**src/rtl/core/quaternion_slerp_core_macros.svh**
```systemverilog
// ----------------------------------------------------------------------------
// Assertion macros for the quaternion SLERP core
// Clocked assertion wrappers used by the core to check its own logic.
// ----------------------------------------------------------------------------
`ifndef QUATERNION_SLERP_CORE_MACROS_SVH
`define QUATERNION_SLERP_CORE_MACROS_SVH

// Implication or plain property, checked on every clock outside reset.
`define QS_ASSERT_CLK(label, prop, msg) \
    label: assert property (@(posedge aclk) disable iff (!aresetn) prop) \
        else $error(msg);

// Condition in one cycle implies a consequence in the next.
`define QS_ASSERT_NEXT(label, ante, cons, msg) \
    label: assert property (@(posedge aclk) disable iff (!aresetn) (ante) |=> (cons)) \
        else $error(msg);

`endif

```
**src/rtl/core/qslerp_pkg.sv**
```systemverilog
// ----------------------------------------------------------------------------
// Quaternion SLERP package
// Payload types, internal widths and the CORDIC arctangent table.
// ----------------------------------------------------------------------------
package qslerp_pkg;

    // Default CORDIC length and the size of the arctangent table.
    localparam int CORDIC_STEPS_DEFAULT = 16;
    localparam int ATAN_LEN             = 24;

    // Internal widths.
    localparam int CORDIC_W    = 34;
    localparam int SQRT_STEPS  = 31;
    localparam int SQRT_TOP    = 2 * (SQRT_STEPS - 1);
    localparam int SQRT_N_W    = 61;
    localparam int SQRT_R_W    = 62;
    localparam int SIN_W       = 31;
    localparam int DOT_W       = 34;
    localparam int ABS_W       = 33;
    localparam int WEIGHT_BITS = 24;
    localparam int REM_W       = 55;
    localparam int PHI_W       = 47;

    localparam logic [CORDIC_W-1:0] CORDIC_K_Q30 = 34'd652032874;
    localparam logic [14:0]         THRESH_RESET = 15'd16376;
    localparam logic [14:0]         ONE_Q14      = 15'd16384;

    typedef struct packed {
        logic signed [15:0] start_x;
        logic signed [15:0] start_y;
        logic signed [15:0] start_z;
        logic signed [15:0] start_w;
        logic signed [15:0] end_x;
        logic signed [15:0] end_y;
        logic signed [15:0] end_z;
        logic signed [15:0] end_w;
        logic        [14:0] fraction;
    } in_t;

    typedef struct packed {
        logic signed [15:0] out_x;
        logic signed [15:0] out_y;
        logic signed [15:0] out_z;
        logic signed [15:0] out_w;
        logic               linear_used;
    } out_t;

    // Data that travels beside the arithmetic cells.
    typedef struct packed {
        logic [3:0][16:0]   a;
        logic [3:0][15:0]   b;
        logic [14:0]        t;
        logic               lin;
        logic [29:0]        c;
        logic [SIN_W-1:0]   s;
        logic [1:0]         ovf;
    } side_t;

    // Arctangent of 2^-idx in Q30 radians.
    function automatic logic [29:0] atan_q30(input int idx);
        logic [29:0] v;
        case (idx)
            0:       v = 30'd843314857;
            1:       v = 30'd497837829;
            2:       v = 30'd263043837;
            3:       v = 30'd133525159;
            4:       v = 30'd67021687;
            5:       v = 30'd33543516;
            6:       v = 30'd16775851;
            7:       v = 30'd8388437;
            8:       v = 30'd4194283;
            9:       v = 30'd2097149;
            10:      v = 30'd1048576;
            11:      v = 30'd524288;
            12:      v = 30'd262144;
            13:      v = 30'd131072;
            14:      v = 30'd65536;
            15:      v = 30'd32768;
            16:      v = 30'd16384;
            17:      v = 30'd8192;
            18:      v = 30'd4096;
            19:      v = 30'd2048;
            20:      v = 30'd1024;
            21:      v = 30'd512;
            22:      v = 30'd256;
            23:      v = 30'd128;
            default: v = 30'd0;
        endcase
        return v;
    endfunction

endpackage

```
**src/rtl/core/qslerp_sqrt_cell.sv**
```systemverilog
// ----------------------------------------------------------------------------
// Square root cell
// One restoring step of the integer square root, one result bit per cell.
// ----------------------------------------------------------------------------
module qslerp_sqrt_cell #(
    parameter int BIT_POS = qslerp_pkg::SQRT_TOP
) (
    input  logic                             aclk,
    input  logic                             en,
    input  logic [qslerp_pkg::SQRT_N_W-1:0]  n_in,
    input  logic [qslerp_pkg::SQRT_R_W-1:0]  r_in,
    output logic [qslerp_pkg::SQRT_N_W-1:0]  n_out,
    output logic [qslerp_pkg::SQRT_R_W-1:0]  r_out
);

    localparam logic [qslerp_pkg::SQRT_R_W-1:0] BIT_VAL =
        qslerp_pkg::SQRT_R_W'(1) << BIT_POS;

    logic [qslerp_pkg::SQRT_R_W-1:0] trial;
    logic [qslerp_pkg::SQRT_R_W-1:0] n_ext;
    logic [qslerp_pkg::SQRT_R_W-1:0] n_diff;
    logic                            take;
    logic [qslerp_pkg::SQRT_N_W-1:0] n_next;
    logic [qslerp_pkg::SQRT_R_W-1:0] r_next;
    logic [qslerp_pkg::SQRT_N_W-1:0] n_reg;
    logic [qslerp_pkg::SQRT_R_W-1:0] r_reg;

    // Trial subtraction of the partial root plus the current bit.
    assign trial  = r_in + BIT_VAL;
    assign n_ext  = {1'b0, n_in};
    assign take   = (n_ext >= trial);
    assign n_diff = n_ext - trial;

    always_comb begin
        if (take) begin
            n_next = n_diff[qslerp_pkg::SQRT_N_W-1:0];
            r_next = (r_in >> 1) + BIT_VAL;
        end else begin
            n_next = n_in;
            r_next = r_in >> 1;
        end
    end

    always_ff @(posedge aclk) begin
        if (en) begin
            n_reg <= n_next;
            r_reg <= r_next;
        end
    end

    assign n_out = n_reg;
    assign r_out = r_reg;

endmodule

```
**config.mk**
```make
export PLATFORM = sky130hd
export DESIGN_NAME = qslerp_sqrt_cell
export DESIGN_NICKNAME = d
export VERILOG_FILES = /design/src/rtl/core/quaternion_slerp_core_macros.svh /design/src/rtl/core/qslerp_pkg.sv /design/src/rtl/core/qslerp_sqrt_cell.sv
export SDC_FILE = /design/constraint.sdc
export NUM_CORES = 1
export LEC_CHECK = 0
export BUFFER_PORTS_ARGS = -buffer_cell sky130_fd_sc_hd__buf_4
export CELL_PAD_IN_SITES_DETAIL_PLACEMENT = 0
export CELL_PAD_IN_SITES_GLOBAL_PLACEMENT = 1
export CORE_MARGIN = 2
export CORE_UTILIZATION = 36
export CTS_CLUSTER_DIAMETER = 120
export CTS_CLUSTER_SIZE = 24
export DETAILED_ROUTE_END_ITERATION = 12
export PLACE_DENSITY_LB_ADDON = 0.1
export SYNTH_ARGS = -nofsm -noshare
export SYNTH_HDL_FRONTEND = slang
export SYNTH_SLANG_ARGS = --single-unit
```
**constraint.sdc**
```tcl
create_clock -name aclk -period 3.15 [get_ports aclk]
set_clock_uncertainty 0.15 [all_clocks]
set_input_delay 0.315 -clock aclk [delete_from_list [all_inputs] [get_ports aclk]]
set_output_delay 0.315 -clock aclk [all_outputs]
set_load 0.02 [all_outputs]
```
======== Yosys cells after proc, flatten, opt, wreduce, memory -nomap -nowiden ========
Index checks and enable logic that the tools add are counted.
cells by class
  muxes and demuxes ....................... 2
  div/mod/pow operators ................... 0
  shift-type cells ........................ 0
  add/subtract/negate cells ............... 3
  eq/ne operators ......................... 0
  reduce and logical (&&, ||, !) cells .... 0
  bitwise gates (word level) .............. 0
  multipliers ............................. 0
  magnitude comparators ................... 1
operators by type and width
  kind                    number
  $mux 61                 2
  $add 61x61->62 const B  1
  $add 62x61->62 const B  1
  $ge 61x62->1            1
  $sub 61x61->61          1
word-level totals
  memories ................................ 0
  logic and storage cells ................. 9
  ROM bits ................................ 0
  bits of input ports ..................... 125
  latch bits .............................. 0
  output and inout port bits .............. 123
  flip-flop bits (word level) ............. 123
  memory bits (writable) .................. 0

======== Depth between registers and ports, before layout ========
  depth in word-level cells ............... 3
  depth in mapped cells ................... 14
  gate-level depth less buffers ........... 13

======== Worst setup path after synthesis ========
Ideal clock, no wire load.
  path kind ............................... input to register
  from .................................... input n_in[0] in the netlist's numbering
  to ...................................... register n_reg, in the netlist n_out[52], data pin
  library setup time ...................... 0.256 ns
  arrival ................................. 2.897 ns
  required time ........................... 2.744 ns
  slack ................................... -0.153 ns
  path buffers ............................ 0
  stages .................................. 13
  cell sequence ........................... inv_1 > ha_1 > inv_1 > fa_1 > a21o_1 > a221o_1 > a22oi_4 > o21ai_2 > a31oi_2 > o21ai_2 > a211o_1 > or3_1 > a41o_1
between the ends
  cells in the longest elaborated chain, start to end .. 2
  elaborated cells on any way between the ends .. 3
  those cells by class .................... 1 x add/sub; 1 x order compare; 1 x mux
RTL lines
  what                                            line                                            source
  start, declared                                 qslerp_sqrt_cell.sv:10                          input logic [qslerp_pkg::SQRT_N_W-1:0] n_in,
  $sub 61x61->61 or $ge 61x62->1 (tied branches)  qslerp_sqrt_cell.sv:32, qslerp_sqrt_cell.sv:31
  $mux 61 *                                       qslerp_sqrt_cell.sv:35                          if (take) begin
  net n_next, one bit                             qslerp_sqrt_cell.sv:23                          logic [qslerp_pkg::SQRT_N_W-1:0] n_next;
  end signal, assigned                            qslerp_sqrt_cell.sv:46                          n_reg <= n_next;
  end, declared                                   qslerp_sqrt_cell.sv:25                          logic [qslerp_pkg::SQRT_N_W-1:0] n_reg;
The timed path passes the listed nets; every way through them passes the cells marked *.
A chain may end at the register's enable or synchronous reset.

======== Worst setup path in the final report ========
  from .................................... input n_in[0] in the netlist's numbering
  to ...................................... register n_reg, in the netlist n_out[17], data pin
Same word-level chain as after synthesis.

==> results list <==
* Setup repair after global routing missed its margin: yes
* Number of max-slew violations in the final report: 0
- At the end of routability-driven placement, the weighted congestion stood at 0.856.
* Pin slew with the least headroom to its limit: 596 ps
- Compared with the post-synthesis result, the final layout area differs by 59.1%.
- Proportion of layout cells with a drive suffix above 1: 0.387
* Net count after synthesis: 1050
- The first global-routing pass estimated 44600 um of wire.
- Summing all placed instances gives a cell area of 12300 sq um.
* Number of ports placed on the die boundary: 248
- Die Width: 159 um
- Across every metal layer, demand over resource in global routing totals 0.222.
- Clock slew at reported path FFs: 70 ps
- For this configuration, the core starts out at a cell density of 0.367.
- The number of placed instances, taps included, is 1583.
- Die area: 25200 sq um
- Total congestion overflow: 0
- Max-cap violations in this run came to 0.
* CP arrival: 3080 ps
- Hold path endpoint: n_out[57]
* Max Freq: 327 MHz
- Number of diodes: 0
- Overall die height: 159 um
* Post-placement worst setup slack: -472 ps
- After synthesis the cells add up to 8620 sq um.
* Total chip power: 0.00621 W
- The longest clock path from root to sink contains 2 buffers.
- Non-filler cells in the finished layout: 1685
- Crit path capture type: flop
- Worst hold-check path type: in -> reg
- Lkg Pwr: 6.24 nW
- The number of global-route vias before repair was 8300.
- Portion of the post-synthesis area used by sequential elements: 0.428
- Among all flip-flop cells after synthesis, the most frequent one is sky130_fd_sc_hd__edfxtp_1.
- Number of different library cells in the post-synthesis netlist: 63
- The initial antenna violation count came to 0.
- For this design the ratio of total power to cell area is 453 nW/um^2.
- Across the VDD grid, the largest voltage drop is 330 uV.
* Most common cell after layout, fill and taps aside: sky130_fd_sc_hd__buf_4
- After synthesis, the share of flip-flops with an asynchronous set or reset is 0.
- The worst setup path is launched from an input pin.
* Number of core rows: 56
* Run status: complete, no violations
- CTS saw 123 sinks.
* Initial drt markers: 395
* Final antenna-violating net count: 0
* Maximum number of pins on one net before global-route repair: 49
- Commonest cells after routing, fill and taps aside: 432 x sky130_fd_sc_hd__buf_4, 123 x sky130_fd_sc_hd__edfxtp_1, 87 x sky130_fd_sc_hd__a21oi_1, 83 x sky130_fd_sc_hd__inv_1, 63 x sky130_fd_sc_hd__nand2_1
- Counting the fill cells in the layout gives 2137.
- The worst hold path begins at n_in[57].
- Dividing the synthesized area by the synthesized cell count gives 9.99 sq um.
- Start-to-end type of the worst setup path: in -> reg
- In this run, synthesis inferred 123 flip-flops with an integrated enable.
- Remaining max-slew budget at the tightest pin: 0.598
- Synthesis produced a netlist whose cell count is 863.
- At the end of the flow, the number of nets in the layout was 1540.
- Yosys printed 0 warnings.
- Dividing the final minimum period by the clock period gives 0.972.
- Worst path required time: 3170 ps
* Total core area: 23500 sq um
- The final route contains 8340 vias.
- Maximum level of the CTS H-tree: 4
- Detailed placement HPWL: 22200 um
- Along the worst path, the maximum fanout reaches 15.
- After detailed routing, the number of vias per cell comes to 4.95.
- Clock tree synthesis inserted a total of 17 buffers.
- # setup viols final: 0
* Routed WL: 29000 um
* Final hold viol count: 0
- Input and output buffers added on the ports amount to 247.
* Root buffer cell: sky130_fd_sc_hd__clkbuf_16
- Synthesis inferred 123 register bits.
- After layout, the minimum clock period comes to 3060 ps.
- Setup slack closes at 89.4 ps.
- Number of cells on the worst hold path: 3
- After routing, the total negative slack on setup checks comes to 0 ps.
- After detailed routing, the average wire length per cell comes to 17.2 um.
- Initial DRT Pass Iterations: 5
- TritonCTS clock tree: built
- Post-Layout Inst Area: 13700 sq um
- DRC errors left: 0
## cell type report
type	instances	area, sq um	share of cell area
multi-input combinational	622	4630	0.338
timing repair buffer	504	4090	0.298
sequential	123	3690	0.269
clock buffer	18	429	0.0313
tap	319	399	0.0291
inverter	85	332	0.0242
clock inverter	14	145	0.0106
## synthesized netlist by cell type (3+ instances only)
| master | number | area (sq um) |
|---|---|---|
| sky130_fd_sc_hd__a21o_1 | 23 | 173 |
| sky130_fd_sc_hd__o31ai_1 | 7 | 52.6 |
| sky130_fd_sc_hd__mux2_1 | 43 | 484 |
| sky130_fd_sc_hd__a21oi_1 | 88 | 440 |
| sky130_fd_sc_hd__mux2_2 | 6 | 67.6 |
| sky130_fd_sc_hd__edfxtp_1 | 123 | 3690 |
| sky130_fd_sc_hd__o21bai_1 | 23 | 173 |
| sky130_fd_sc_hd__a31oi_1 | 7 | 43.8 |
| sky130_fd_sc_hd__a21boi_0 | 4 | 30.0 |
| sky130_fd_sc_hd__o21ai_2 | 3 | 26.3 |
| sky130_fd_sc_hd__and2_1 | 10 | 62.6 |
| sky130_fd_sc_hd__a211oi_1 | 3 | 22.5 |
| sky130_fd_sc_hd__and3_1 | 7 | 43.8 |
| sky130_fd_sc_hd__xnor2_1 | 37 | 324 |
| sky130_fd_sc_hd__o21ai_1 | 4 | 20.0 |
| sky130_fd_sc_hd__inv_1 | 85 | 319 |
| sky130_fd_sc_hd__nand2b_1 | 6 | 37.5 |
| sky130_fd_sc_hd__and4_1 | 4 | 35.0 |
| sky130_fd_sc_hd__or3_1 | 6 | 37.5 |
| sky130_fd_sc_hd__nand2_1 | 64 | 240 |
| sky130_fd_sc_hd__nor3_1 | 11 | 55.1 |
| sky130_fd_sc_hd__buf_2 | 15 | 75.1 |
| sky130_fd_sc_hd__clkbuf_1 | 17 | 63.8 |
| sky130_fd_sc_hd__o21a_1 | 12 | 90.1 |
| sky130_fd_sc_hd__nor2_1 | 53 | 199 |
| sky130_fd_sc_hd__a31o_2 | 4 | 35.0 |
| sky130_fd_sc_hd__xor2_1 | 15 | 131 |
| sky130_fd_sc_hd__nand3_1 | 15 | 75.1 |
| sky130_fd_sc_hd__o21ai_0 | 36 | 180 |
| sky130_fd_sc_hd__ha_1 | 61 | 763 |
| sky130_fd_sc_hd__a221o_1 | 3 | 30.0 |
| sky130_fd_sc_hd__nor2b_1 | 4 | 25.0 |
| sky130_fd_sc_hd__nand4_1 | 20 | 125 |
| sky130_fd_sc_hd__mux2i_1 | 5 | 50.1 |
## registers in the layout, summed over array words and instances, names as in the netlist
register  cells
r_out        62
n_out        61
## where the power goes
part           switching, W  internal [W]  total, W
sequential        0.0000490       0.00200   0.00205
clock              0.000812       0.00117   0.00198
combinational       0.00110       0.00108   0.00219
## cells by family after synthesis
group,synth area share
AND/OR/NAND/NOR,0.116
XOR/XNOR,0.0528
flip-flops,0.428
AO/OA/AOI/OAI,0.188
buffers and inverters,0.0537
multiplexers,0.0698
adder cells (fa/ha/maj),0.0908
## worst max-delay path: stages
cell and delay, ps:
sky130_fd_sc_hd__buf_8 110, sky130_fd_sc_hd__clkinv_8 30, sky130_fd_sc_hd__ha_4 120, sky130_fd_sc_hd__inv_2 40
sky130_fd_sc_hd__fa_2 360, sky130_fd_sc_hd__a21o_1 200, sky130_fd_sc_hd__a221o_1 350, sky130_fd_sc_hd__a22oi_4 230
sky130_fd_sc_hd__a21oi_2 100, sky130_fd_sc_hd__and4_1 190, sky130_fd_sc_hd__o21ai_2 210, sky130_fd_sc_hd__a31oi_4 130
sky130_fd_sc_hd__buf_12 170, sky130_fd_sc_hd__clkbuf_16 190, sky130_fd_sc_hd__mux2_1 320
## routing by layer
metal	share of wire	GRT usage	wire [um]
met1	0.49	0.314	14100
met2	0.45	0.358	13100
met3	0.048	0.0402	1390
met4	0.012	0.0442	360
met5	0	0	0
## how the worst max path moves through the flow
stage             start        end  depth (start not counted)
6_report        n_in[0]  n_out[17]                         15
5_1_grt        r_in[31]  n_out[17]                         14
4_1_cts         n_in[0]  n_out[42]                         15
3_5_place_dp    n_in[0]  n_out[52]                         14
3_3_place_gp    n_in[0]  n_out[42]                         15
2_1_floorplan   n_in[0]  n_out[52]                         13
## repair_timing
| action | CTS | global route |
|---|---|---|
| hold buffers | 60 | 0 |
| endpoints found under the setup margin | 1 | 60 |
| hold endpoints to repair | 60 | 0 |
| pin swaps | 0 | 18 |
| cloned | 0 | 4 |
| resized for setup | 1 | 30 |
| buffers inserted | 0 | 7 |
## through the flow
step                hold slack [ps]   util
floorplan                       264      -
global placement                353  0.522
detailed placement              353  0.522
CTS                            13.8  0.572
global route                   23.7  0.585
finish                         26.1  0.585
Power figures use the tool's default switching activity.
