### src/rtl/core/quaternion_slerp_core_macros.svh
// ----------------------------------------------------------------------------
// Assertion macros for the quaternion SLERP core
// Clocked assertion wrappers used by the core to check its own logic.
// ----------------------------------------------------------------------------
`ifndef QUATERNION_SLERP_CORE_MACROS_SVH
`define QUATERNION_SLERP_CORE_MACROS_SVH

// Implication or plain property, checked on every clock outside reset.
`define QS_ASSERT_CLK(label, prop, msg) \
    label: assert property (@(posedge aclk) disable iff (!aresetn) prop) \
        else $error(msg);

// Condition in one cycle implies a consequence in the next.
`define QS_ASSERT_NEXT(label, ante, cons, msg) \
    label: assert property (@(posedge aclk) disable iff (!aresetn) (ante) |=> (cons)) \
        else $error(msg);

`endif

### src/rtl/core/qslerp_pkg.sv
// ----------------------------------------------------------------------------
// Quaternion SLERP package
// Payload types, internal widths and the CORDIC arctangent table.
// ----------------------------------------------------------------------------
package qslerp_pkg;

    // Default CORDIC length and the size of the arctangent table.
    localparam int CORDIC_STEPS_DEFAULT = 16;
    localparam int ATAN_LEN             = 24;

    // Internal widths.
    localparam int CORDIC_W    = 34;
    localparam int SQRT_STEPS  = 31;
    localparam int SQRT_TOP    = 2 * (SQRT_STEPS - 1);
    localparam int SQRT_N_W    = 61;
    localparam int SQRT_R_W    = 62;
    localparam int SIN_W       = 31;
    localparam int DOT_W       = 34;
    localparam int ABS_W       = 33;
    localparam int WEIGHT_BITS = 24;
    localparam int REM_W       = 55;
    localparam int PHI_W       = 47;

    localparam logic [CORDIC_W-1:0] CORDIC_K_Q30 = 34'd652032874;
    localparam logic [14:0]         THRESH_RESET = 15'd16376;
    localparam logic [14:0]         ONE_Q14      = 15'd16384;

    typedef struct packed {
        logic signed [15:0] start_x;
        logic signed [15:0] start_y;
        logic signed [15:0] start_z;
        logic signed [15:0] start_w;
        logic signed [15:0] end_x;
        logic signed [15:0] end_y;
        logic signed [15:0] end_z;
        logic signed [15:0] end_w;
        logic        [14:0] fraction;
    } in_t;

    typedef struct packed {
        logic signed [15:0] out_x;
        logic signed [15:0] out_y;
        logic signed [15:0] out_z;
        logic signed [15:0] out_w;
        logic               linear_used;
    } out_t;

    // Data that travels beside the arithmetic cells.
    typedef struct packed {
        logic [3:0][16:0]   a;
        logic [3:0][15:0]   b;
        logic [14:0]        t;
        logic               lin;
        logic [29:0]        c;
        logic [SIN_W-1:0]   s;
        logic [1:0]         ovf;
    } side_t;

    // Arctangent of 2^-idx in Q30 radians.
    function automatic logic [29:0] atan_q30(input int idx);
        logic [29:0] v;
        case (idx)
            0:       v = 30'd843314857;
            1:       v = 30'd497837829;
            2:       v = 30'd263043837;
            3:       v = 30'd133525159;
            4:       v = 30'd67021687;
            5:       v = 30'd33543516;
            6:       v = 30'd16775851;
            7:       v = 30'd8388437;
            8:       v = 30'd4194283;
            9:       v = 30'd2097149;
            10:      v = 30'd1048576;
            11:      v = 30'd524288;
            12:      v = 30'd262144;
            13:      v = 30'd131072;
            14:      v = 30'd65536;
            15:      v = 30'd32768;
            16:      v = 30'd16384;
            17:      v = 30'd8192;
            18:      v = 30'd4096;
            19:      v = 30'd2048;
            20:      v = 30'd1024;
            21:      v = 30'd512;
            22:      v = 30'd256;
            23:      v = 30'd128;
            default: v = 30'd0;
        endcase
        return v;
    endfunction

endpackage

### src/rtl/core/qslerp_div_cell.sv
// ----------------------------------------------------------------------------
// Divider cell
// One restoring division step that settles one quotient bit.
// ----------------------------------------------------------------------------
module qslerp_div_cell #(
    parameter int SHIFT = 0
) (
    input  logic                                aclk,
    input  logic                                en,
    input  logic [qslerp_pkg::REM_W-1:0]        r_in,
    input  logic [qslerp_pkg::WEIGHT_BITS-1:0]  q_in,
    input  logic [qslerp_pkg::SIN_W-1:0]        d_in,
    output logic [qslerp_pkg::REM_W-1:0]        r_out,
    output logic [qslerp_pkg::WEIGHT_BITS-1:0]  q_out
);

    localparam logic [qslerp_pkg::WEIGHT_BITS-1:0] QBIT =
        qslerp_pkg::WEIGHT_BITS'(1) << SHIFT;

    logic [qslerp_pkg::REM_W-1:0]       trial;
    logic                               take;
    logic [qslerp_pkg::REM_W-1:0]       r_next;
    logic [qslerp_pkg::WEIGHT_BITS-1:0] q_next;
    logic [qslerp_pkg::REM_W-1:0]       r_reg;
    logic [qslerp_pkg::WEIGHT_BITS-1:0] q_reg;

    // Compare the remainder with the divisor aligned to this bit.
    assign trial = qslerp_pkg::REM_W'(d_in) << SHIFT;
    assign take  = (r_in >= trial);

    always_comb begin
        if (take) begin
            r_next = r_in - trial;
            q_next = q_in | QBIT;
        end else begin
            r_next = r_in;
            q_next = q_in;
        end
    end

    always_ff @(posedge aclk) begin
        if (en) begin
            r_reg <= r_next;
            q_reg <= q_next;
        end
    end

    assign r_out = r_reg;
    assign q_out = q_reg;

endmodule

### config.mk
export PLATFORM = sky130hd
export DESIGN_NAME = qslerp_div_cell
export DESIGN_NICKNAME = d
export VERILOG_FILES = /design/src/rtl/core/quaternion_slerp_core_macros.svh /design/src/rtl/core/qslerp_pkg.sv /design/src/rtl/core/qslerp_div_cell.sv
export SDC_FILE = /design/constraint.sdc
export NUM_CORES = 1
export LEC_CHECK = 0
export ABC_AREA = 1
export BUFFER_PORTS_ARGS = -buffer_cell sky130_fd_sc_hd__buf_4
export CAP_MARGIN = 20
export CORE_ASPECT_RATIO = 2
export CORE_UTILIZATION = 36
export CTS_CLUSTER_DIAMETER = 60
export CTS_CLUSTER_SIZE = 16
export DETAILED_ROUTE_END_ITERATION = 12
export PLACE_DENSITY_LB_ADDON = 0.3
export REMOVE_ABC_BUFFERS = 1
export SETUP_SLACK_MARGIN = 0.1
export SYNTH_ARGS = -nofsm -noshare
export SYNTH_HDL_FRONTEND = slang
export SYNTH_SLANG_ARGS = --single-unit
### constraint.sdc
create_clock -name aclk -period 2.8 [get_ports aclk]
set_clock_uncertainty 0.2 [all_clocks]
set_input_delay 0.28 -clock aclk [delete_from_list [all_inputs] [get_ports aclk]]
set_output_delay 0.28 -clock aclk [all_outputs]
set_load 0.05 [all_outputs]
; ---- Yosys cells after proc, flatten, opt, wreduce, memory -nomap -nowiden
; Index checks and enable logic that the tools add are counted.
[op_classes]
n_addsub = 1
n_lt_le_gt_ge = 1
muxes = 1
[ops]
columns = operator, count
row1 = $ge 55x31->1, 1
row2 = $mux 55, 1
row3 = $sub 55x31->55, 1
[word_totals]
ff_bits = 79
inputBits = 112
output_inout_bits = 79
elab_cells = 6

; ---- Logic depth before layout (Yosys ltp)
; Gate-level depths: netlist of run 1.
[depth]
depth_word = 2
depth_mapped = 16
ltp_nobuf = 16

; ---- Worst setup path before layout of run 1
; Ideal clock, no wire load.
[synth_timing]
path_type = input to register
from = in r_in[0] in the netlist's numbering
to = reg r_reg, in the netlist r_out[32] (data pin)
setup_ps = 249
arrival_time_ps = 1782
t_required_ps = 2351
setup_slack_ps = 569
cell_stages = 16
n_path_buf = 0
cell_sequence = inv_1 -> ha_1 -> inv_1 -> fa_1 -> nand3_1 -> nand3_1 -> nand2_1 -> nand2_1 -> nand2_1 -> nand2_1 -> nand2_1 -> nand2_1 -> nand2_1 -> nand2_1 -> nand2_1 -> inv_1
[synth_between]
elab_chain_cells = 2
elab_cells_between_ends = 3
classes_between = add/sub (1) / order compare (1) / mux (1)
[synth_rtl]
columns = item, line_no
row1 = "start, declared", qslerp_div_cell.sv:10  ; input logic [qslerp_pkg::REM_W-1:0] r_in,
row2 = $sub 55x31->55 or $ge 55x31->1 (tied branches), "qslerp_div_cell.sv:33, qslerp_div_cell.sv:29"
row3 = $mux 55 *, qslerp_div_cell.sv:32  ; if (take) begin
row4 = "via r_next, one bit", qslerp_div_cell.sv:22  ; logic [qslerp_pkg::REM_W-1:0] r_next;
row5 = "end signal, assigned", qslerp_div_cell.sv:43  ; r_reg <= r_next;
row6 = "end, declared", qslerp_div_cell.sv:24  ; logic [qslerp_pkg::REM_W-1:0] r_reg;
; Mark *: on every way through the listed nets, which the timed path passes. The rest lies on a longest branch.
; A chain may end at the register's enable or synchronous reset.

; ---- Worst setup path in the final report of run 1
[layout_timing]
from = in r_in[53] in the netlist's numbering
to = reg q_reg, in the netlist q_out[0] (data pin)
[layout_between]
elab_chain_cells = 1
[layout_rtl]
columns = item, line_no
row1 = $ge 55x31->1, qslerp_div_cell.sv:29  ; assign take = (r_in >= trial);
row2 = "end signal, assigned", qslerp_div_cell.sv:44  ; q_reg <= q_next;
row3 = "end, declared", qslerp_div_cell.sv:25  ; logic [qslerp_pkg::WEIGHT_BITS-1:0] q_reg;
; Every way passes these cells.

==> results of run 1 <==
==> power groups by stage <==
stage                     Combinational [mW]  Clock, mW  Sequential [mW]
after floorplan                        0.558          0             2.00
after global placement                  1.68          0             1.53
after detailed placement                1.69          0             1.53
after CTS                               1.75       1.30             1.51
after global routing                    1.89       1.33             1.52
final                                   1.77       1.27             1.51
==> layer usage <==
metal	track usage, %	up-vias	wire length, µm
met5	0	-	0
met4	24.8	0	2570
met3	4.41	117	1020
met1	22.8	3470	8290
li1	-	3848	-
met2	53.9	274	14800
==> critical path, stage by stage <==
cell and delay, ps:
dlygate4sd3_1 550, buf_4 150, nor2_1 160, nand2_1 130, nor2_1 100, nand3_1 120
nor2_1 130, nand2_1 90, nor2_4 180, nand2_8 80, buf_4 160, buf_4 150
or2_2 260
==> per-stage QoR <==
stage | setup TNS, ps | util (%)
finish | 0 | 52.4
global route | 0 | 52.4
detailed placement | -26.2 | 47.6
CTS | 0 | 51.9
floorplan | 0 | -
global placement | 0 | 47.6
==> cells in the final DEF (no fill, tap or decap), types with 2 or more instances in the layout <==
cell,count
ha_1,30
a21oi_2,15
inv_8,2
o21ai_0,5
nand3_1,57
nand3b_1,15
edfxtp_1,79
clkbuf_16,9
inv_6,4
buf_12,3
nor2_2,14
o21bai_1,2
and2_1,2
nor2_1,94
nand2_4,2
buf_4,236
dlygate4sd3_1,49
nand4_1,14
inv_2,2
inv_1,213
nand3_2,6
xor2_1,22
nand2_1,438
nand2_2,9
a21oi_1,20
nor3_1,4
==> registers in the layout, indices dropped and copies added (netlist names) <==
register,flops
q_out,24
r_out,55
==> worst paths after layout <==
kind | slack (ps) | startpoint | to
max | 170 | r_in[53] | q_out[0]
min | 9 | r_in[13] | r_out[13]
==> cell type report <==
cell class / count / area, µm²
clock buffers: 9 / 225
clock inverters: 7 / 83.8
fillers: 1970 / 8970
inverters: 216 / 818
multi-input cells: 758 / 3710
flip-flops and latches: 79 / 2370
well taps: 255 / 319
repair buffers: 289 / 2330
==> cell families (layout without fill, tap and decap cells) <==
logic type	after synthesis	count (layout)
flops	79	79
xor+xnor	22	22
compound gates	44	44
simple gates	660	660
buf+inv	225	521
fa+ha+maj	32	32
==> what timing repair did <==
item | in CTS | in global routing
setup endpoints to repair | 0 | 18
gates resized for setup | 0 | 20
hold buffers | 49 | 0
buffers inserted | 0 | 1
hold endpoints to repair | 49 | 0
==> impl_metrics.csv, run 1 <==
group,metric,value,unit
run_status,status,"complete, no violations",
clocking,clk_pin_slew,60,ps
drt,vias_per_cell,4.78,
synthesis,synth_top_area_cell,"edfxtp_1",
setup_path,cp-start-kind,"input pin",
drt,wirelength,26700,µm
pwr,switchingPower,1.76,mW
grt,grt_overflow,0,
timing,holdWs,8.75,ps
timing,setup_violations,0,
synthesis,netlist_top_cells_count,"nand2_1 (446), inv_1 (213), nor2_1 (94), edfxtp_1 (79), nand3_1 (61)",
pwr,sw_frac_of_total,38.7,%
floorplanning,fp.dieW,99.9,µm
pwr,p_int,2.79,mW
timing,period_needed,2630,ps
setup_path,worstSetupEndpointType,"flop",
layout,diodes,0,
min_path,holdPathStages,3,
synthesis,synth-xor-area-share,2.79,%
synthesis,synth_top_family_by_area,"simple AND/OR/NAND/NOR gates",
placed_design,dp_hpwl,22000,µm
drt,num_vias,7709,
floorplanning,placementRows,71,
synthesis,synth_compound_area_share,4.02,%
timing,final_max_slew_viol_count,0,
synthesis,synth_top_area_share,34.3,%
min_path,hp-class,"input pin to flop",
synthesis,muxShareOfSynthArea,0,%
placed_design,dp_slack,-26.2,ps
timing,hold_violations,0,
placed_design,place_inst,1547,
drt,dr.first_iter.drc_count,315,
floorplanning,core_area,18800,µm²
setup_path,path_max_fanout,6,
timing,period_share,94.1,%
pwr,power_frac_comb,38.9,%
placed_design,gp_congestion,0.998,
setup_path,path_class,"input pin to flop",
clocking,cts.sinks,79,
synthesis,ys_seq_elements,79,
layout,drive_gt1_share,22.9,%
pwr,powerDensity,461,nW/µm²
floorplanning,initial_core_util,36.7,%
drt,firstDrtPassIters,5,
placed_design,port_buffers,190,
drt,route.detailed.drc,0,
timing,slew_headroom,61.5,%
layout,nets,1497,
grt,grt_pass1_wl,39200,µm
synthesis,synth-simple-area-share,39.8,%
grt,grt_pass1_vias,7677,
floorplanning,dieHeight,198,µm
clocking,root_buffer,"clkbuf_16",
synthesis,synthArstFlopShare,0,%
timing,max_freq,380,MHz
synthesis,synthFlopType,"edfxtp_1",
floorplanning,dieArea,19800,µm²
grt,grt_use_total,27.6,%
pwr,power.total,4.55,mW
timing,tightestPinTransition,571,ps
placed_design,dpl_cell_area,8970,µm²
synthesis,synth_most_common_cell,"nand2_1",
synthesis,synthTopCellsByArea,"edfxtp_1 (34%), nand2_1 (24%), inv_1 (12%)",
setup_path,cp.arrival,2550,ps
clocking,htreeDepth,3,
drt,ant_nets,0,
clocking,clock_path_buffers,2,
synthesis,synth_cell_types,30,
synthesis,syn_area,6910,µm²
pwr,ir_worst_vdd,0.294,mV
synthesis,synth_adder_area_share,5.91,%
pwr,pwr-share-seq,33.2,%
grt,grt_max_degree,44,
synthesis,postSynthAreaPerCell,6.50,µm²
clocking,cts_tree,"yes",
layout,fin_area,9860,µm²
layout,synthToLayoutAreaGrowth,42.8,%
timing,worst_slack,166,ps
drt,wl_per_cell,16.5,µm
synthesis,synth_edf_count,79,
setup_path,required,2710,ps
synthesis,ys_seq_area_share,34.3,%
timing,rsz0062_at_grt,"true",
pwr,leakage,5.22,nW
grt,antenna_found_initial,0,
job,drv_cap,0,
clocking,cts_buffers,9,
synthesis,yosysWarnings,0,
floorplanning,io-pin-count,191,
layout,fin_cells,1613,
pwr,clkPwrFrac,27.9,%
synthesis,syn_inst,1062,
Note: power is estimated with default switching activity, not from simulation.
==> inputs of run 2 (changes only) <==
--- a/config.mk
+++ b/config.mk
@@ -13,7 +13,7 @@
 export CTS_CLUSTER_DIAMETER = 60
 export CTS_CLUSTER_SIZE = 16
 export DETAILED_ROUTE_END_ITERATION = 12
-export PLACE_DENSITY_LB_ADDON = 0.3
+export PLACE_DENSITY = 0.7
 export REMOVE_ABC_BUFFERS = 1
 export SETUP_SLACK_MARGIN = 0.1
 export SYNTH_ARGS = -nofsm -noshare
==> run 2 against run 1 <==
Effect of this change: sequential share of layout area rose by 0.76 points; critical endpoint is now r_out[26]; sequential cell count unchanged; via count decreased by 2.5%; cell count decreased by 1.8%; setup slack gained 21 ps; non-clock buffer count decreased by 29; die area unchanged; clock-buffer cell count stayed put; worst hold slack improved by 4.1 ps; first-iteration DRC count grew 22%; cell area fell by 3.1%; sequential power hardly changed.
==> impl_metrics.csv, run 2 (synthesis results as in run 1) <==
group,metric,value,unit
grt,grt_use_total,26.7,%
layout,nets,1468,
setup_path,cp.arrival,2640,ps
timing,finalSetupTns,0,ps
pwr,powerDensity,471,nW/µm²
timing,rsz0062_at_grt,"false",
drt,wirelength,26100,µm
min_path,hp-class,"input pin to flop",
placed_design,port_buffers,190,
clocking,clk_pin_slew,70,ps
timing,holdWs,12.8,ps
pwr,ir_worst_vdd,0.296,mV
setup_path,cp-start-kind,"input pin",
placed_design,gp_congestion,0.979,
timing,worst_slack,188,ps
min_path,holdPathStages,3,
setup_path,path_class,"input pin to flop",
drt,route.detailed.drc,0,
drt,wl_per_cell,16.5,µm
layout,final_common_cell,"nand2_1",
setup_path,worstSetupEndpointType,"flop",
timing,tightestPinTransition,680,ps
timing,slew_headroom,54.2,%
timing,period_share,93.3,%
layout,synthToLayoutAreaGrowth,38.4,%
pwr,leakage,5.04,nW
timing,final_max_slew_viol_count,0,
drt,dr.first_iter.drc_count,384,
layout,layout_common_cells,"nand2_1 (445), inv_1 (213), buf_4 (208)",
run_status,status,"complete, no violations",
grt,antenna_found_initial,0,
floorplanning,io-pin-count,191,
drt,vias_per_cell,4.75,
clocking,cts_setup_buffers,0,
setup_path,path_max_fanout,29,
clocking,cts.sinks,79,
floorplanning,initial_core_util,36.7,%
job,drv_cap,0,
clocking,root_buffer,"clkbuf_16",
floorplanning,placementRows,71,
grt,grt_overflow,0,
grt,grt_pass1_vias,7450,
timing,setup_violations,0,
floorplanning,dieArea,19800,µm²
drt,ant_nets,0,
placed_design,dp_slack,19.0,ps
setup_path,required,2830,ps
clocking,htreeDepth,3,
floorplanning,dieHeight,198,µm
floorplanning,fp.dieW,99.9,µm
placed_design,dp_hpwl,21500,µm
drt,num_vias,7519,
floorplanning,core_area,18800,µm²
clocking,clock_path_buffers,2,
drt,firstDrtPassIters,5,
layout,drive_gt1_share,20.3,%
clocking,cts_buffers,9,
layout,largest_register_ff_count,55,
timing,hold_violations,0,
grt,grt_max_degree,45,
timing,max_freq,383,MHz
clocking,cts_tree,"yes",
layout,diodes,0,
timing,period_needed,2610,ps
grt,grt_pass1_wl,38300,µm
## run 2: cell type report
class                           count  area (µm²)
Tap cell                          255         319
Multi-Input combinational cell    758        3640
Clock inverter                      7        86.3
Sequential cell                    79        2370
Inverter                          216         818
Fill cell                        2010        9270
Clock buffer                        9         225
Timing Repair Buffer              260        2100
## run 2: stage by stage
step	cell area, µm²	total power, mW	util (%)	cells
final	9560	4.50	50.8	1584
after global routing	9560	4.69	50.8	1584
after CTS	9550	4.54	50.7	1584
after detailed placement	8740	3.18	46.4	1518
after global placement	8740	3.17	46.4	1518
after floorplan	6820	2.55	-	1053
## run 2: report_power, final
group          internal, mW  switching, mW  total [mW]
sequential             1.47         0.0419        1.51
combinational         0.576           1.13        1.71
clock                 0.713          0.565        1.28
total                  2.76           1.74        4.50
## run 2: routing by layer
layer  part of all wire [%]  wire length (µm)  vias up  global-route usage [%]
met2                     57             14800      258                    53.3
li1                       -                 -     3786                       -
met5                      0                 0        -                       0
met4                    7.9              2070        0                    21.7
met1                     32              8350     3379                    23.1
met3                    3.4               887       96                    2.61
## run 2: worst max-delay path, cell delays in order
cell           delay [ps]
dlygate4sd3_1         540
buf_4                 140
ha_2                  370
nand4_1               150
nor3_1                190
nand3_1               110
nor2_2                190
nor2_4                 70
nand2_8               100
buf_12                200
nand3_1               170
nand2_1                90
## run 2: worst paths after layout
path                         to  startpoint  slack, ps
worst max-delay path  r_out[26]     r_in[2]        190
worst min-delay path   r_out[8]     r_in[8]         10
## run 2: repair_timing
action,4_1_cts,5_1_grt
gates resized for setup,0,4
hold buffers,50,0
setup endpoints to repair,0,31
hold endpoints to repair,50,0
