<file path="src/rtl/core/quaternion_slerp_core_macros.svh">
// ----------------------------------------------------------------------------
// Assertion macros for the quaternion SLERP core
// Clocked assertion wrappers used by the core to check its own logic.
// ----------------------------------------------------------------------------
`ifndef QUATERNION_SLERP_CORE_MACROS_SVH
`define QUATERNION_SLERP_CORE_MACROS_SVH

// Implication or plain property, checked on every clock outside reset.
`define QS_ASSERT_CLK(label, prop, msg) \
    label: assert property (@(posedge aclk) disable iff (!aresetn) prop) \
        else $error(msg);

// Condition in one cycle implies a consequence in the next.
`define QS_ASSERT_NEXT(label, ante, cons, msg) \
    label: assert property (@(posedge aclk) disable iff (!aresetn) (ante) |=> (cons)) \
        else $error(msg);

`endif

</file>
<file path="src/rtl/core/qslerp_pkg.sv">
// ----------------------------------------------------------------------------
// Quaternion SLERP package
// Payload types, internal widths and the CORDIC arctangent table.
// ----------------------------------------------------------------------------
package qslerp_pkg;

    // Default CORDIC length and the size of the arctangent table.
    localparam int CORDIC_STEPS_DEFAULT = 16;
    localparam int ATAN_LEN             = 24;

    // Internal widths.
    localparam int CORDIC_W    = 34;
    localparam int SQRT_STEPS  = 31;
    localparam int SQRT_TOP    = 2 * (SQRT_STEPS - 1);
    localparam int SQRT_N_W    = 61;
    localparam int SQRT_R_W    = 62;
    localparam int SIN_W       = 31;
    localparam int DOT_W       = 34;
    localparam int ABS_W       = 33;
    localparam int WEIGHT_BITS = 24;
    localparam int REM_W       = 55;
    localparam int PHI_W       = 47;

    localparam logic [CORDIC_W-1:0] CORDIC_K_Q30 = 34'd652032874;
    localparam logic [14:0]         THRESH_RESET = 15'd16376;
    localparam logic [14:0]         ONE_Q14      = 15'd16384;

    typedef struct packed {
        logic signed [15:0] start_x;
        logic signed [15:0] start_y;
        logic signed [15:0] start_z;
        logic signed [15:0] start_w;
        logic signed [15:0] end_x;
        logic signed [15:0] end_y;
        logic signed [15:0] end_z;
        logic signed [15:0] end_w;
        logic        [14:0] fraction;
    } in_t;

    typedef struct packed {
        logic signed [15:0] out_x;
        logic signed [15:0] out_y;
        logic signed [15:0] out_z;
        logic signed [15:0] out_w;
        logic               linear_used;
    } out_t;

    // Data that travels beside the arithmetic cells.
    typedef struct packed {
        logic [3:0][16:0]   a;
        logic [3:0][15:0]   b;
        logic [14:0]        t;
        logic               lin;
        logic [29:0]        c;
        logic [SIN_W-1:0]   s;
        logic [1:0]         ovf;
    } side_t;

    // Arctangent of 2^-idx in Q30 radians.
    function automatic logic [29:0] atan_q30(input int idx);
        logic [29:0] v;
        case (idx)
            0:       v = 30'd843314857;
            1:       v = 30'd497837829;
            2:       v = 30'd263043837;
            3:       v = 30'd133525159;
            4:       v = 30'd67021687;
            5:       v = 30'd33543516;
            6:       v = 30'd16775851;
            7:       v = 30'd8388437;
            8:       v = 30'd4194283;
            9:       v = 30'd2097149;
            10:      v = 30'd1048576;
            11:      v = 30'd524288;
            12:      v = 30'd262144;
            13:      v = 30'd131072;
            14:      v = 30'd65536;
            15:      v = 30'd32768;
            16:      v = 30'd16384;
            17:      v = 30'd8192;
            18:      v = 30'd4096;
            19:      v = 30'd2048;
            20:      v = 30'd1024;
            21:      v = 30'd512;
            22:      v = 30'd256;
            23:      v = 30'd128;
            default: v = 30'd0;
        endcase
        return v;
    endfunction

endpackage

</file>
<file path="src/rtl/core/qslerp_cordic_cell.sv">
// ----------------------------------------------------------------------------
// CORDIC cell
// One micro-rotation, in vectoring or rotation mode, with a fixed shift.
// ----------------------------------------------------------------------------
module qslerp_cordic_cell #(
    parameter bit VECTORING = 1'b0,
    parameter int SHIFT     = 0
) (
    input  logic                                   aclk,
    input  logic                                   en,
    input  logic signed [qslerp_pkg::CORDIC_W-1:0] x_in,
    input  logic signed [qslerp_pkg::CORDIC_W-1:0] y_in,
    input  logic signed [qslerp_pkg::CORDIC_W-1:0] z_in,
    output logic signed [qslerp_pkg::CORDIC_W-1:0] x_out,
    output logic signed [qslerp_pkg::CORDIC_W-1:0] y_out,
    output logic signed [qslerp_pkg::CORDIC_W-1:0] z_out
);

    localparam logic signed [qslerp_pkg::CORDIC_W-1:0] ANGLE =
        $signed({{(qslerp_pkg::CORDIC_W-30){1'b0}}, qslerp_pkg::atan_q30(SHIFT)});

    logic signed [qslerp_pkg::CORDIC_W-1:0] xs;
    logic signed [qslerp_pkg::CORDIC_W-1:0] ys;
    logic                                   pos;
    logic signed [qslerp_pkg::CORDIC_W-1:0] x_next;
    logic signed [qslerp_pkg::CORDIC_W-1:0] y_next;
    logic signed [qslerp_pkg::CORDIC_W-1:0] z_next;
    logic signed [qslerp_pkg::CORDIC_W-1:0] x_reg;
    logic signed [qslerp_pkg::CORDIC_W-1:0] y_reg;
    logic signed [qslerp_pkg::CORDIC_W-1:0] z_reg;

    assign xs = x_in >>> SHIFT;
    assign ys = y_in >>> SHIFT;

    // Vectoring drives y toward zero; rotation drives z toward zero.
    assign pos = VECTORING ? y_in[qslerp_pkg::CORDIC_W-1] : !z_in[qslerp_pkg::CORDIC_W-1];

    always_comb begin
        if (pos) begin
            x_next = x_in - ys;
            y_next = y_in + xs;
            z_next = z_in - ANGLE;
        end else begin
            x_next = x_in + ys;
            y_next = y_in - xs;
            z_next = z_in + ANGLE;
        end
    end

    always_ff @(posedge aclk) begin
        if (en) begin
            x_reg <= x_next;
            y_reg <= y_next;
            z_reg <= z_next;
        end
    end

    assign x_out = x_reg;
    assign y_out = y_reg;
    assign z_out = z_reg;

endmodule

</file>
<file path="config.mk">
export PLATFORM = sky130hd
export DESIGN_NAME = qslerp_cordic_cell
export DESIGN_NICKNAME = d
export VERILOG_FILES = /design/src/rtl/core/quaternion_slerp_core_macros.svh /design/src/rtl/core/qslerp_pkg.sv /design/src/rtl/core/qslerp_cordic_cell.sv
export SDC_FILE = /design/constraint.sdc
export NUM_CORES = 1
export LEC_CHECK = 0
export ABC_AREA = 1
export BUFFER_PORTS_ARGS = -buffer_cell sky130_fd_sc_hd__buf_2
export CAP_MARGIN = 10
export CORE_MARGIN = 3
export CORE_UTILIZATION = 57
export CTS_BUF_LIST = sky130_fd_sc_hd__clkbuf_4 sky130_fd_sc_hd__clkbuf_8
export CTS_CLUSTER_SIZE = 20
export DETAILED_ROUTE_END_ITERATION = 12
export PLACE_DENSITY = 0.89
export RECOVER_POWER = 25
export SLEW_MARGIN = 0
export SYNTH_ARGS = -nofsm -noshare
export SYNTH_HDL_FRONTEND = slang
export SYNTH_SLANG_ARGS = --single-unit
</file>
<file path="constraint.sdc">
create_clock -name aclk -period 5.95 [get_ports aclk]
set_input_delay 1.19 -clock aclk [delete_from_list [all_inputs] [get_ports aclk]]
set_output_delay 1.19 -clock aclk [all_outputs]
set_load 0.005 [all_outputs]
</file>
# After elaboration in Yosys (flattened, before gate mapping)
# Index checks and enable logic that the tools add are counted.
op_classes:
  n_mux: 3
  add_sub_neg: 5
ops:
  columns: ["op", "count"]
  rows:
  - ["34-bit 2-to-1 mux", 3]
  - ["34-bit subtractor", 2]
  - ["34-bit by 31-bit adder with 34-bit output (second input constant)", 1]
  - ["34-bit adder", 1]
  - ["34-bit by 31-bit subtractor with 34-bit output (second input constant)", 1]
totals:
  inputBits: 104
  out_inout_bits: 102
  register_bits: 102

# Depth between registers and ports, before layout
# Gate-level depths: netlist of the first run.
logic_depth:
  word_depth: 2
  depth_mapped: 18
  depth_no_buf: 17

# Worst setup path before layout of the first run
# OpenSTA, ideal clock, no wires.
synth_timing:
  path_kind: "in2reg"
  from: "input z_in[33] in the netlist's numbering"
  to: "register z_reg, in the netlist z_out[30], data pin"
  n_path_buf: 2
  cell_stages: 13
  required_ps: 5698
  setup_slack_ps: 2647
  arrival_ps: 3050
  cell_sequence: "clkbuf_1 -> clkinv_1 -> buf_4 -> ha_1 -> nand2_1 -> o21ai_2 -> a21boi_1 -> o21bai_1 -> nand2_1 -> nand2_1 -> nand2_1 -> nand3_1 -> nand2_1"
synth_via:
  elab_chain_len: 1
synth_lines:
  columns: ["item", "line", "rtl"]
  rows:
  - ["from (decl)", "qslerp_cordic_cell.sv:13", "input logic signed [qslerp_pkg::CORDIC_W-1:0] z_in,"]
  - ["34-bit 2-to-1 mux", "qslerp_cordic_cell.sv:39", "if (pos) begin"]
  - ["via z_next, one bit", "qslerp_cordic_cell.sv:27", "logic signed [qslerp_pkg::CORDIC_W-1:0] z_next;"]
  - ["to (signal assigned)", "qslerp_cordic_cell.sv:54", "z_reg <= z_next;"]
  - ["to (decl)", "qslerp_cordic_cell.sv:30", "logic signed [qslerp_pkg::CORDIC_W-1:0] z_reg;"]
# The timed path passes the listed nets, and every way through them passes these cells.
# A chain may end at the register's enable or synchronous reset.

# Worst setup path in the final report of the first run
layout_timing:
  from: "input z_in[33] in the netlist's numbering"
  to: "register z_reg, in the netlist z_out[32], data pin"
# Same word-level chain as after synthesis.

==> results.py, run 1 <==
metrics = {
    "logic_synthesis": {
        "ys.flop_type": "edfxtp_1",
        "syn_avg_cell_area_um2": 6.676,
        "netlist.area_leader.share": 0.2466,
        "yosysTopAreaCell": "edfxtp_1",
        "ys_types": 47,
        "yosys-top-cells-area": "edfxtp_1 (25%), nand2_1 (15%), ha_1 (13%)",
        "syn_inst": 1842,
        "async_reset_ff_frac": 0,
        "ys_warn_count": 0,
        "synth-seq-area-share": 0.2466,
        "synth_enable_flop_cells": 101,
        "syn-num-nets": 2082,
        "synth_area_mm2": 0.01230,
        "ys_ff_latch": 101,
    },
    "setup_path": {
        "critical_path_class": "input port to flop",
        "critPathCaptureType": "flop",
        "cp.required_ps": 6130,
        "crit_fanout": 35,
        "critPathArrivalTime_ps": 4420,
        "start_kind": "input port",
    },
    "final_layout": {
        "layout_common_cells": "nand2_1 (490), inv_1 (246), buf_2 (198)",
        "seqCellArea_mm2": 0.003033,
        "layout-drive-gt1-share": 0.1409,
        "fillers": 2016,
        "finalNonFillerCells": 2298,
        "syn_to_final_growth_pct": 10.58,
        "multi_input_area_mm2": 0.008008,
        "nets": 2257,
        "layout_commonest_cell": "nand2_1",
    },
    "global_route": {
        "grt_pass1_wl_mm": 65.96,
        "grt_max_degree": 65,
        "overflow": 0,
        "antenna_found_initial": 1,
        "grt_pass1_vias": 12680,
        "grt_use_total": 0.3500,
    },
    "placed_design": {
        "placedCellCount": 2281,
        "place_ws_ps": 1912,
        "dp_hpwl_mm": 34.71,
        "place_congestion": 1.012,
        "port_buffers": 205,
    },
    "floorplanning": {
        "rows": 53,
        "design.die.area_mm2": 0.02337,
        "dieHeight_um": 152.9,
        "ios": 206,
        "core_area_mm2": 0.02109,
        "start_util": 0.5832,
        "fp.dieW_um": 152.9,
    },
    "clock_tree": {
        "clk_pin_slew_worst_paths_ps": 130,
        "numCtsBuffers": 9,
        "clock_sinks": 101,
        "post_cts_buffers": 0,
        "cts_resized": 0,
        "clk_path_buf_depth": 2,
        "cts_tree": "yes",
        "holdBufCountCts": 0,
        "root_buffer": "clkbuf_8",
        "htree_levels": 3,
    },
    "sta": {
        "report.final.slew_viol_count": 0,
        "setup_tns_ps": 0,
        "finalCritPeriodShare": 0.7118,
        "finalSetupViolCount": 0,
        "relSlewSlack": 0.2889,
        "fmax_mhz": 236.1,
        "setup_slack_ps": 1715,
        "rsz0062_at_grt": "false",
        "final.min_clock_period_ps": 4235,
        "tightest_slew_ps": 1067,
        "final-hold-violation-count": 0,
    },
    "power": {
        "powerDensity_mw_per_mm2": 195.7,
        "p_leak_uw": 0.006874,
        "ir_drop_uv": 119.8,
    },
    "run_status": {
        "status": "finished clean",
    },
    "drt": {
        "drt-initial-drc-count": 1413,
        "avgViaCountPerCell": 5.829,
        "first_pass_iters": 6,
        "wl_per_cell_um": 18.34,
        "drcViolationCount": 0,
        "drtAntennaViolNets": 0,
        "num_vias": 13400,
        "drt_wl_total_mm": 42.15,
    },
    "min_path": {
        "min_from": "z_in[0]",
        "hold_depth": 2,
        "hp-class": "input port to flop",
        "whs_endpoint": "z_out[0]$_DFFE_PP_",
    },
    "run": {
        "max-cap-violations": 0,
    },
}
[flip-flops by register name (all words and copies together), names as in the netlist]
name and flops:
z_out 34, x_out 34, y_out 33
[worst max-delay path, cell delays in order]
cell and delay, ps:
clkbuf_1 760, inv_2 580, ha_1 580, nand2_1 110
o21ai_0 190, a21oi_1 110, o21ai_0 520, nand3_1 200
nand3_1 110, nand2_1 50
[how the worst max path moves through the flow]
stage	endpoint	slack (ps)	cells after the start	startpoint
4_1_cts	z_out[32]$_DFFE_PP_	2350	10	z_in[33]
6_report	z_out[32]$_DFFE_PP_	1710	10	z_in[33]
3_3_place_gp	z_out[32]$_DFFE_PP_	1990	11	z_in[33]
5_1_grt	z_out[32]$_DFFE_PP_	1450	10	z_in[33]
3_5_place_dp	z_out[32]$_DFFE_PP_	1910	10	z_in[33]
2_1_floorplan	z_out[30]$_DFFE_PP_	2650	13	z_in[33]
[power breakdown]
group,switching (uW),internal (uW)
Clock,329,168
Sequential,32.4,924
Combinational,804,405
Total,1170,1500
[Yosys cell counts (4+ instances only)]
library cell / number
xor2_1: 38
a31oi_1: 5
inv_1: 246
o21ai_1: 17
o31ai_1: 4
edfxtp_1: 101
a21oi_2: 6
clkbuf_1: 6
buf_2: 12
ha_1: 132
o22ai_1: 6
inv_2: 9
nand3_1: 151
o21bai_1: 22
o21ai_2: 8
nor2_1: 166
xnor2_1: 11
a21oi_1: 166
buf_4: 20
nor3_1: 20
buf_6: 5
o21ai_0: 94
nor2_2: 13
fa_1: 4
nand4_1: 17
o211ai_1: 4
a21o_1: 17
nand2_2: 12
nor4_2: 4
nand2_1: 490
[metrics by stage]
step	cell area, um^2	hold WS [ps]	util	total power [uW]
2_1_floorplan	12300	1303	-	1729
3_3_place_gp	13400	1555	0.6355	2130
3_5_place_dp	13400	1559	0.6355	2147
4_1_cts	13600	1115	0.6451	2635
5_1_grt	13600	1122	0.6448	2812
6_report	13600	1132	0.6449	2661
[layout make-up]
cell class | count | share of cell area
tap | 275 | 0.02530
antenna | 1 | 0.0001840
sequential | 101 | 0.2230
inverter | 257 | 0.07094
timing repair buffer | 208 | 0.07673
clock buffer | 9 | 0.009108
multi-input combinational | 1440 | 0.5888
clock inverter | 7 | 0.005888
[cell families after synthesis]
family                   after synthesis  share of synthesized area
AO/OA/AOI/OAI                        360                     0.1646
adder cells (fa/ha/maj)              136                     0.1408
XOR/XNOR                              49                    0.03490
AND/OR/NAND/NOR                      892                     0.3084
flip-flops                           101                     0.2466
buffers and inverters                301                     0.1022
multiplexers                           3                   0.002442
[layer usage]
metal	vias up	track usage	wire [um]
li1	6425	-	-
met2	739	0.5838	19410
met5	-	0	0
met4	0	0.1303	1530
met1	6123	0.4686	17490
met3	108	0.04275	3717
(Power assumes the default switching activity.)
==> run 2, diff against run 1 <==
- clock period: 5.95 -> 4.29 ns (I/O delays scaled with it)
==> run 2 against run 1 <==
Sequential power grew 39%. Die area is the same. Combinational power grew 40%. Cell count is essentially flat. Clock power grew 43%. Core utilization grew 0.13 points. Critical path depth is the same. Critical path type unchanged. Largest cell class unchanged. Largest power group unchanged.
==> results.py, run 2 (synthesis results as in run 1) <==
metrics = {
    "floorplanning": {
        "core_area_mm2": 0.02109,
        "fp.dieW_um": 152.9,
        "start_util": 0.5832,
        "dieHeight_um": 152.9,
        "design.die.area_mm2": 0.02337,
        "ios": 206,
        "rows": 53,
    },
    "setup_path": {
        "start_kind": "input port",
        "cp.required_ps": 4480,
        "crit_start": "z_in[33]",
        "critPathArrivalTime_ps": 3290,
        "crit_buf_inv": 2,
        "critPathCaptureType": "flop",
        "path_cells": "buf_2 > inv_2 > ha_1 > nand2_1 > o21ai_0 > a21oi_1 > o21ai_0 > nand3_1 > nand3_1 > nand2_1",
        "crit_slowest_cell": "o21ai_0",
        "cpPeakStageDelay_ps": 560,
        "critical_path.top_delay_family": "compound AO/OA/AOI/OAI gates",
        "critical_path_class": "input port to flop",
        "crit_fanout": 33,
    },
    "min_path": {
        "hp-class": "input port to flop",
        "min_from": "z_in[0]",
        "hold_depth": 2,
        "whs_endpoint": "z_out[0]$_DFFE_PP_",
    },
    "sta": {
        "finalCritPeriodShare": 0.7217,
        "tightest_slew_ps": 754.6,
        "report.final.slew_viol_count": 0,
        "finalSetupViolCount": 0,
        "relSlewSlack": 0.4970,
        "rsz0062_at_grt": "false",
        "final.min_clock_period_ps": 3096,
        "setup_tns_ps": 0,
        "fmax_mhz": 323.0,
        "final-hold-violation-count": 0,
        "setup_slack_ps": 1194,
        "holdWs_ps": 800.2,
    },
    "power": {
        "powerDensity_mw_per_mm2": 273.7,
        "p_leak_uw": 0.006884,
        "power_uw": 3730,
        "ir_drop_uv": 185.3,
    },
    "drt": {
        "drt-initial-drc-count": 1446,
        "drt_wl_total_mm": 43.67,
        "num_vias": 13580,
        "wl_per_cell_um": 18.99,
        "drcViolationCount": 0,
        "drtAntennaViolNets": 0,
        "first_pass_iters": 7,
        "avgViaCountPerCell": 5.904,
    },
    "final_layout": {
        "layout-drive-gt1-share": 0.1398,
        "layout_commonest_cell": "nand2_1",
        "n_antenna_cell": 0,
        "nets": 2260,
        "layout_common_cells": "nand2_1 (490), inv_1 (246), buf_2 (193)",
        "syn_to_final_growth_pct": 10.80,
        "final_util": 0.6462,
    },
    "global_route": {
        "grt_use_total": 0.3610,
        "grt_max_degree": 56,
        "grt_pass1_vias": 12990,
        "grt_pass1_wl_mm": 67.56,
        "antenna_found_initial": 0,
        "overflow": 0,
    },
    "clock_tree": {
        "clock_sinks": 101,
        "numCtsBuffers": 9,
        "clk_path_buf_depth": 2,
        "root_buffer": "clkbuf_8",
        "clk_pin_slew_worst_paths_ps": 130,
        "holdBufCountCts": 0,
        "htree_levels": 3,
        "post_cts_buffers": 0,
        "cts_resized": 0,
        "cts_tree": "yes",
    },
    "placed_design": {
        "port_buffers": 205,
        "dp_hpwl_mm": 35.95,
        "place_ws_ps": 850.0,
        "place_congestion": 1.042,
    },
    "run": {
        "max-cap-violations": 0,
    },
    "run_status": {
        "status": "finished clean",
    },
}
==> run 2: layer usage <==
metal / vias up / share of wire / global-route usage
li1: 6423 / - / -
met1: 6215 / 0.41 / 0.4796
met2: 816 / 0.46 / 0.6032
met3: 126 / 0.093 / 0.04332
met4: 0 / 0.040 / 0.1426
met5: - / 0 / 0
==> run 2: per-stage QoR <==
| stage | area, um^2 | instances |
|---|---|---|
| 2_1_floorplan | 12300 | 1842 |
| 3_3_place_gp | 13420 | 2284 |
| 3_5_place_dp | 13420 | 2284 |
| 4_1_cts | 13640 | 2300 |
| 5_1_grt | 13630 | 2300 |
| 6_report | 13630 | 2300 |
==> run 2: report_power, final <==
group	internal (uW)	switching [uW]
logic	563	1130
registers	1280	49.3
clock network	243	466
total	2090	1640
==> run 2: layout make-up <==
class                   count  area (um^2)
fillers                  2010         7461
inverters                 257        964.7
multi-input cells        1440         8008
clock buffers               9        123.9
clock inverters             7        93.84
repair buffers            211         1060
flip-flops and latches    101         3033
well taps                 275        344.1
==> run 2: worst max-delay path by stage <==
| stage | to | slack, ps | cells after the start |
|---|---|---|---|
| 2_1_floorplan | z_out[30]$_DFFE_PP_ | 1320 | 13 |
| 3_3_place_gp | z_out[31]$_DFFE_PP_ | 940 | 12 |
| 3_5_place_dp | z_out[31]$_DFFE_PP_ | 850 | 12 |
| 4_1_cts | z_out[31]$_DFFE_PP_ | 1300 | 12 |
| 5_1_grt | z_out[31]$_DFFE_PP_ | 1060 | 12 |
| 6_report | z_out[32]$_DFFE_PP_ | 1190 | 10 |
==> run 3, diff against run 2 <==
- clock period: 4.29 -> 3 ns (I/O delays scaled with it)
==> run 3 against run 2 <==
Die area is the same. Global-route usage is 0.75 points lower. Via count decreased by 0.52%. Flip-flop and latch count unchanged. Combinational power up 46%. Count of clock-buffer cells in the layout stayed put. Critical path depth is 2 higher. First-iteration DRC count decreased by 2.5%. Total power is 43% higher. Largest power group unchanged. Highest routed layer unchanged.
==> results.py, run 3 (synthesis results as in run 1) <==
metrics = {
    "final_layout": {
        "final_util": 0.6581,
        "n_antenna_cell": 0,
        "layout_common_cells": "nand2_1 (490), inv_1 (246), buf_2 (202)",
        "syn_to_final_growth_pct": 12.84,
        "layout-drive-gt1-share": 0.1578,
        "nets": 2294,
        "design_area_mm2": 0.01388,
        "layout_commonest_cell": "nand2_1",
    },
    "drt": {
        "avgViaCountPerCell": 5.788,
        "first_pass_iters": 6,
        "drt_wl_total_mm": 42.37,
        "drtAntennaViolNets": 0,
        "drcViolationCount": 0,
        "wl_per_cell_um": 18.16,
        "drt-initial-drc-count": 1410,
        "num_vias": 13510,
    },
    "clock_tree": {
        "cts_tree": "yes",
        "clk_path_buf_depth": 2,
        "cts_resized": 0,
        "root_buffer": "clkbuf_8",
        "numCtsBuffers": 9,
        "clock_sinks": 101,
        "post_cts_buffers": 0,
        "clk_pin_slew_worst_paths_ps": 130,
        "htree_levels": 3,
        "holdBufCountCts": 0,
    },
    "setup_path": {
        "crit_fanout": 9,
        "start_kind": "input port",
        "crit_slowest_cell": "ha_1",
        "path_cells": "buf_2 > inv_1 > ha_1 > nand2_1 > o21bai_1 > nand2_1 > nand2_1 > nand2_1 > nand2_1 > nor2_1 > o31ai_1 > buf_4",
        "critPathArrivalTime_ps": 3050,
        "critPathCaptureType": "flop",
        "cp.required_ps": 3300,
        "critical_path_class": "input port to flop",
        "crit_top_cell": "nand2_1",
        "cpPeakStageDelay_ps": 480,
    },
    "sta": {
        "rsz0062_at_grt": "false",
        "final-hold-violation-count": 0,
        "report.final.slew_viol_count": 0,
        "tightest_slew_ps": 1244,
        "holdWs_ps": 514.8,
        "finalCritPeriodShare": 0.9186,
        "final.min_clock_period_ps": 2756,
        "finalSetupViolCount": 0,
        "setup_tns_ps": 0,
        "relSlewSlack": 0.1705,
        "fmax_mhz": 362.9,
    },
    "floorplanning": {
        "ios": 206,
        "design.die.area_mm2": 0.02337,
        "core_area_mm2": 0.02109,
        "rows": 53,
        "start_util": 0.5832,
        "dieHeight_um": 152.9,
        "fp.dieW_um": 152.9,
    },
    "global_route": {
        "grt_pass1_wl_mm": 66.36,
        "grt_pass1_vias": 12970,
        "antenna_found_initial": 0,
        "grt_max_degree": 70,
        "overflow": 0,
        "grt_use_total": 0.3535,
    },
    "power": {
        "p_sw_frac": 0.4322,
        "power.switching_uw": 2307,
        "combPwrFrac": 0.462,
        "clkPwrFrac": 0.182,
        "powerDensity_mw_per_mm2": 384.6,
        "ir_drop_uv": 224.2,
        "p_int_uw": 3031,
        "p_seq_frac": 0.356,
        "p_leak_uw": 0.007066,
    },
    "placed_design": {
        "post_dp_cell_area_mm2": 0.01372,
        "port_buffers": 205,
        "dp_hpwl_mm": 35.44,
        "place_congestion": 1.007,
    },
    "min_path": {
        "hp-class": "input port to flop",
    },
    "run": {
        "max-cap-violations": 0,
    },
    "run_status": {
        "status": "finished clean",
    },
}
run 3: cell count changes in the layout (fill, tap and decap cells not counted):
cell / delta
buf_12: +1
buf_2: +9
buf_4: +29
clkbuf_1: -8
clkbuf_2: +3
clkinv_4: +3
clkinv_8: -2
inv_12: -1
inv_6: -2
inv_8: +2
run 3: power by group through the flow:
stage | sequential [uW] | clock, uW | combinational, uW
final | 1900 | 970 | 2470
after floorplan | 1950 | 0 | 1480
after CTS | 1900 | 962 | 2420
after global routing | 1920 | 1030 | 2710
after global placement | 1920 | 0 | 2370
after detailed placement | 1930 | 0 | 2410
run 3: layer usage:
metal,vias to the layer above,part of all wire,wire (um),global-route usage
met5,-,0,0,0
met3,98,0.090,3800,0.04898
met2,763,0.46,19650,0.5960
met4,0,0.035,1471,0.1146
li1,6477,-,-,-
met1,6172,0.41,17460,0.4714
run 3: path summary, 6_finish.rpt:
kind,start,end,slack [ps],cells past startpoint
worst max-delay path,x_in[2],x_out[15]$_DFFE_PP_,240,12
worst min-delay path,z_in[0],z_out[0]$_DFFE_PP_,510,2
run 3: layout make-up:
type | instances | area (um^2)
Clock buffer | 9 | 123.9
Multi-Input combinational cell | 1440 | 8008
Sequential cell | 101 | 3033
Tap cell | 275 | 344.1
Timing Repair Buffer | 245 | 1328
Fill cell | 1959 | 7211
Inverter | 257 | 964.7
Clock inverter | 7 | 76.32
run 3: metrics by stage:
stage          instances  setup WS (ps)  total power (uW)
6_report            2334          244.3              5338
5_1_grt             2334          141.2              5656
4_1_cts             2334          310.5              5284
3_5_place_dp        2318         -117.1              4338
3_3_place_gp        2318         -44.92              4295
2_1_floorplan       1842          287.4              3430
run 3: worst max-delay path, delay by kind of cell:
kind	cells	cell delay, ps
AOI/OAI and AO/OA	2	840
and+or+nand+nor	6	800
adders and majority gates	1	480
buffers and inverters	3	330
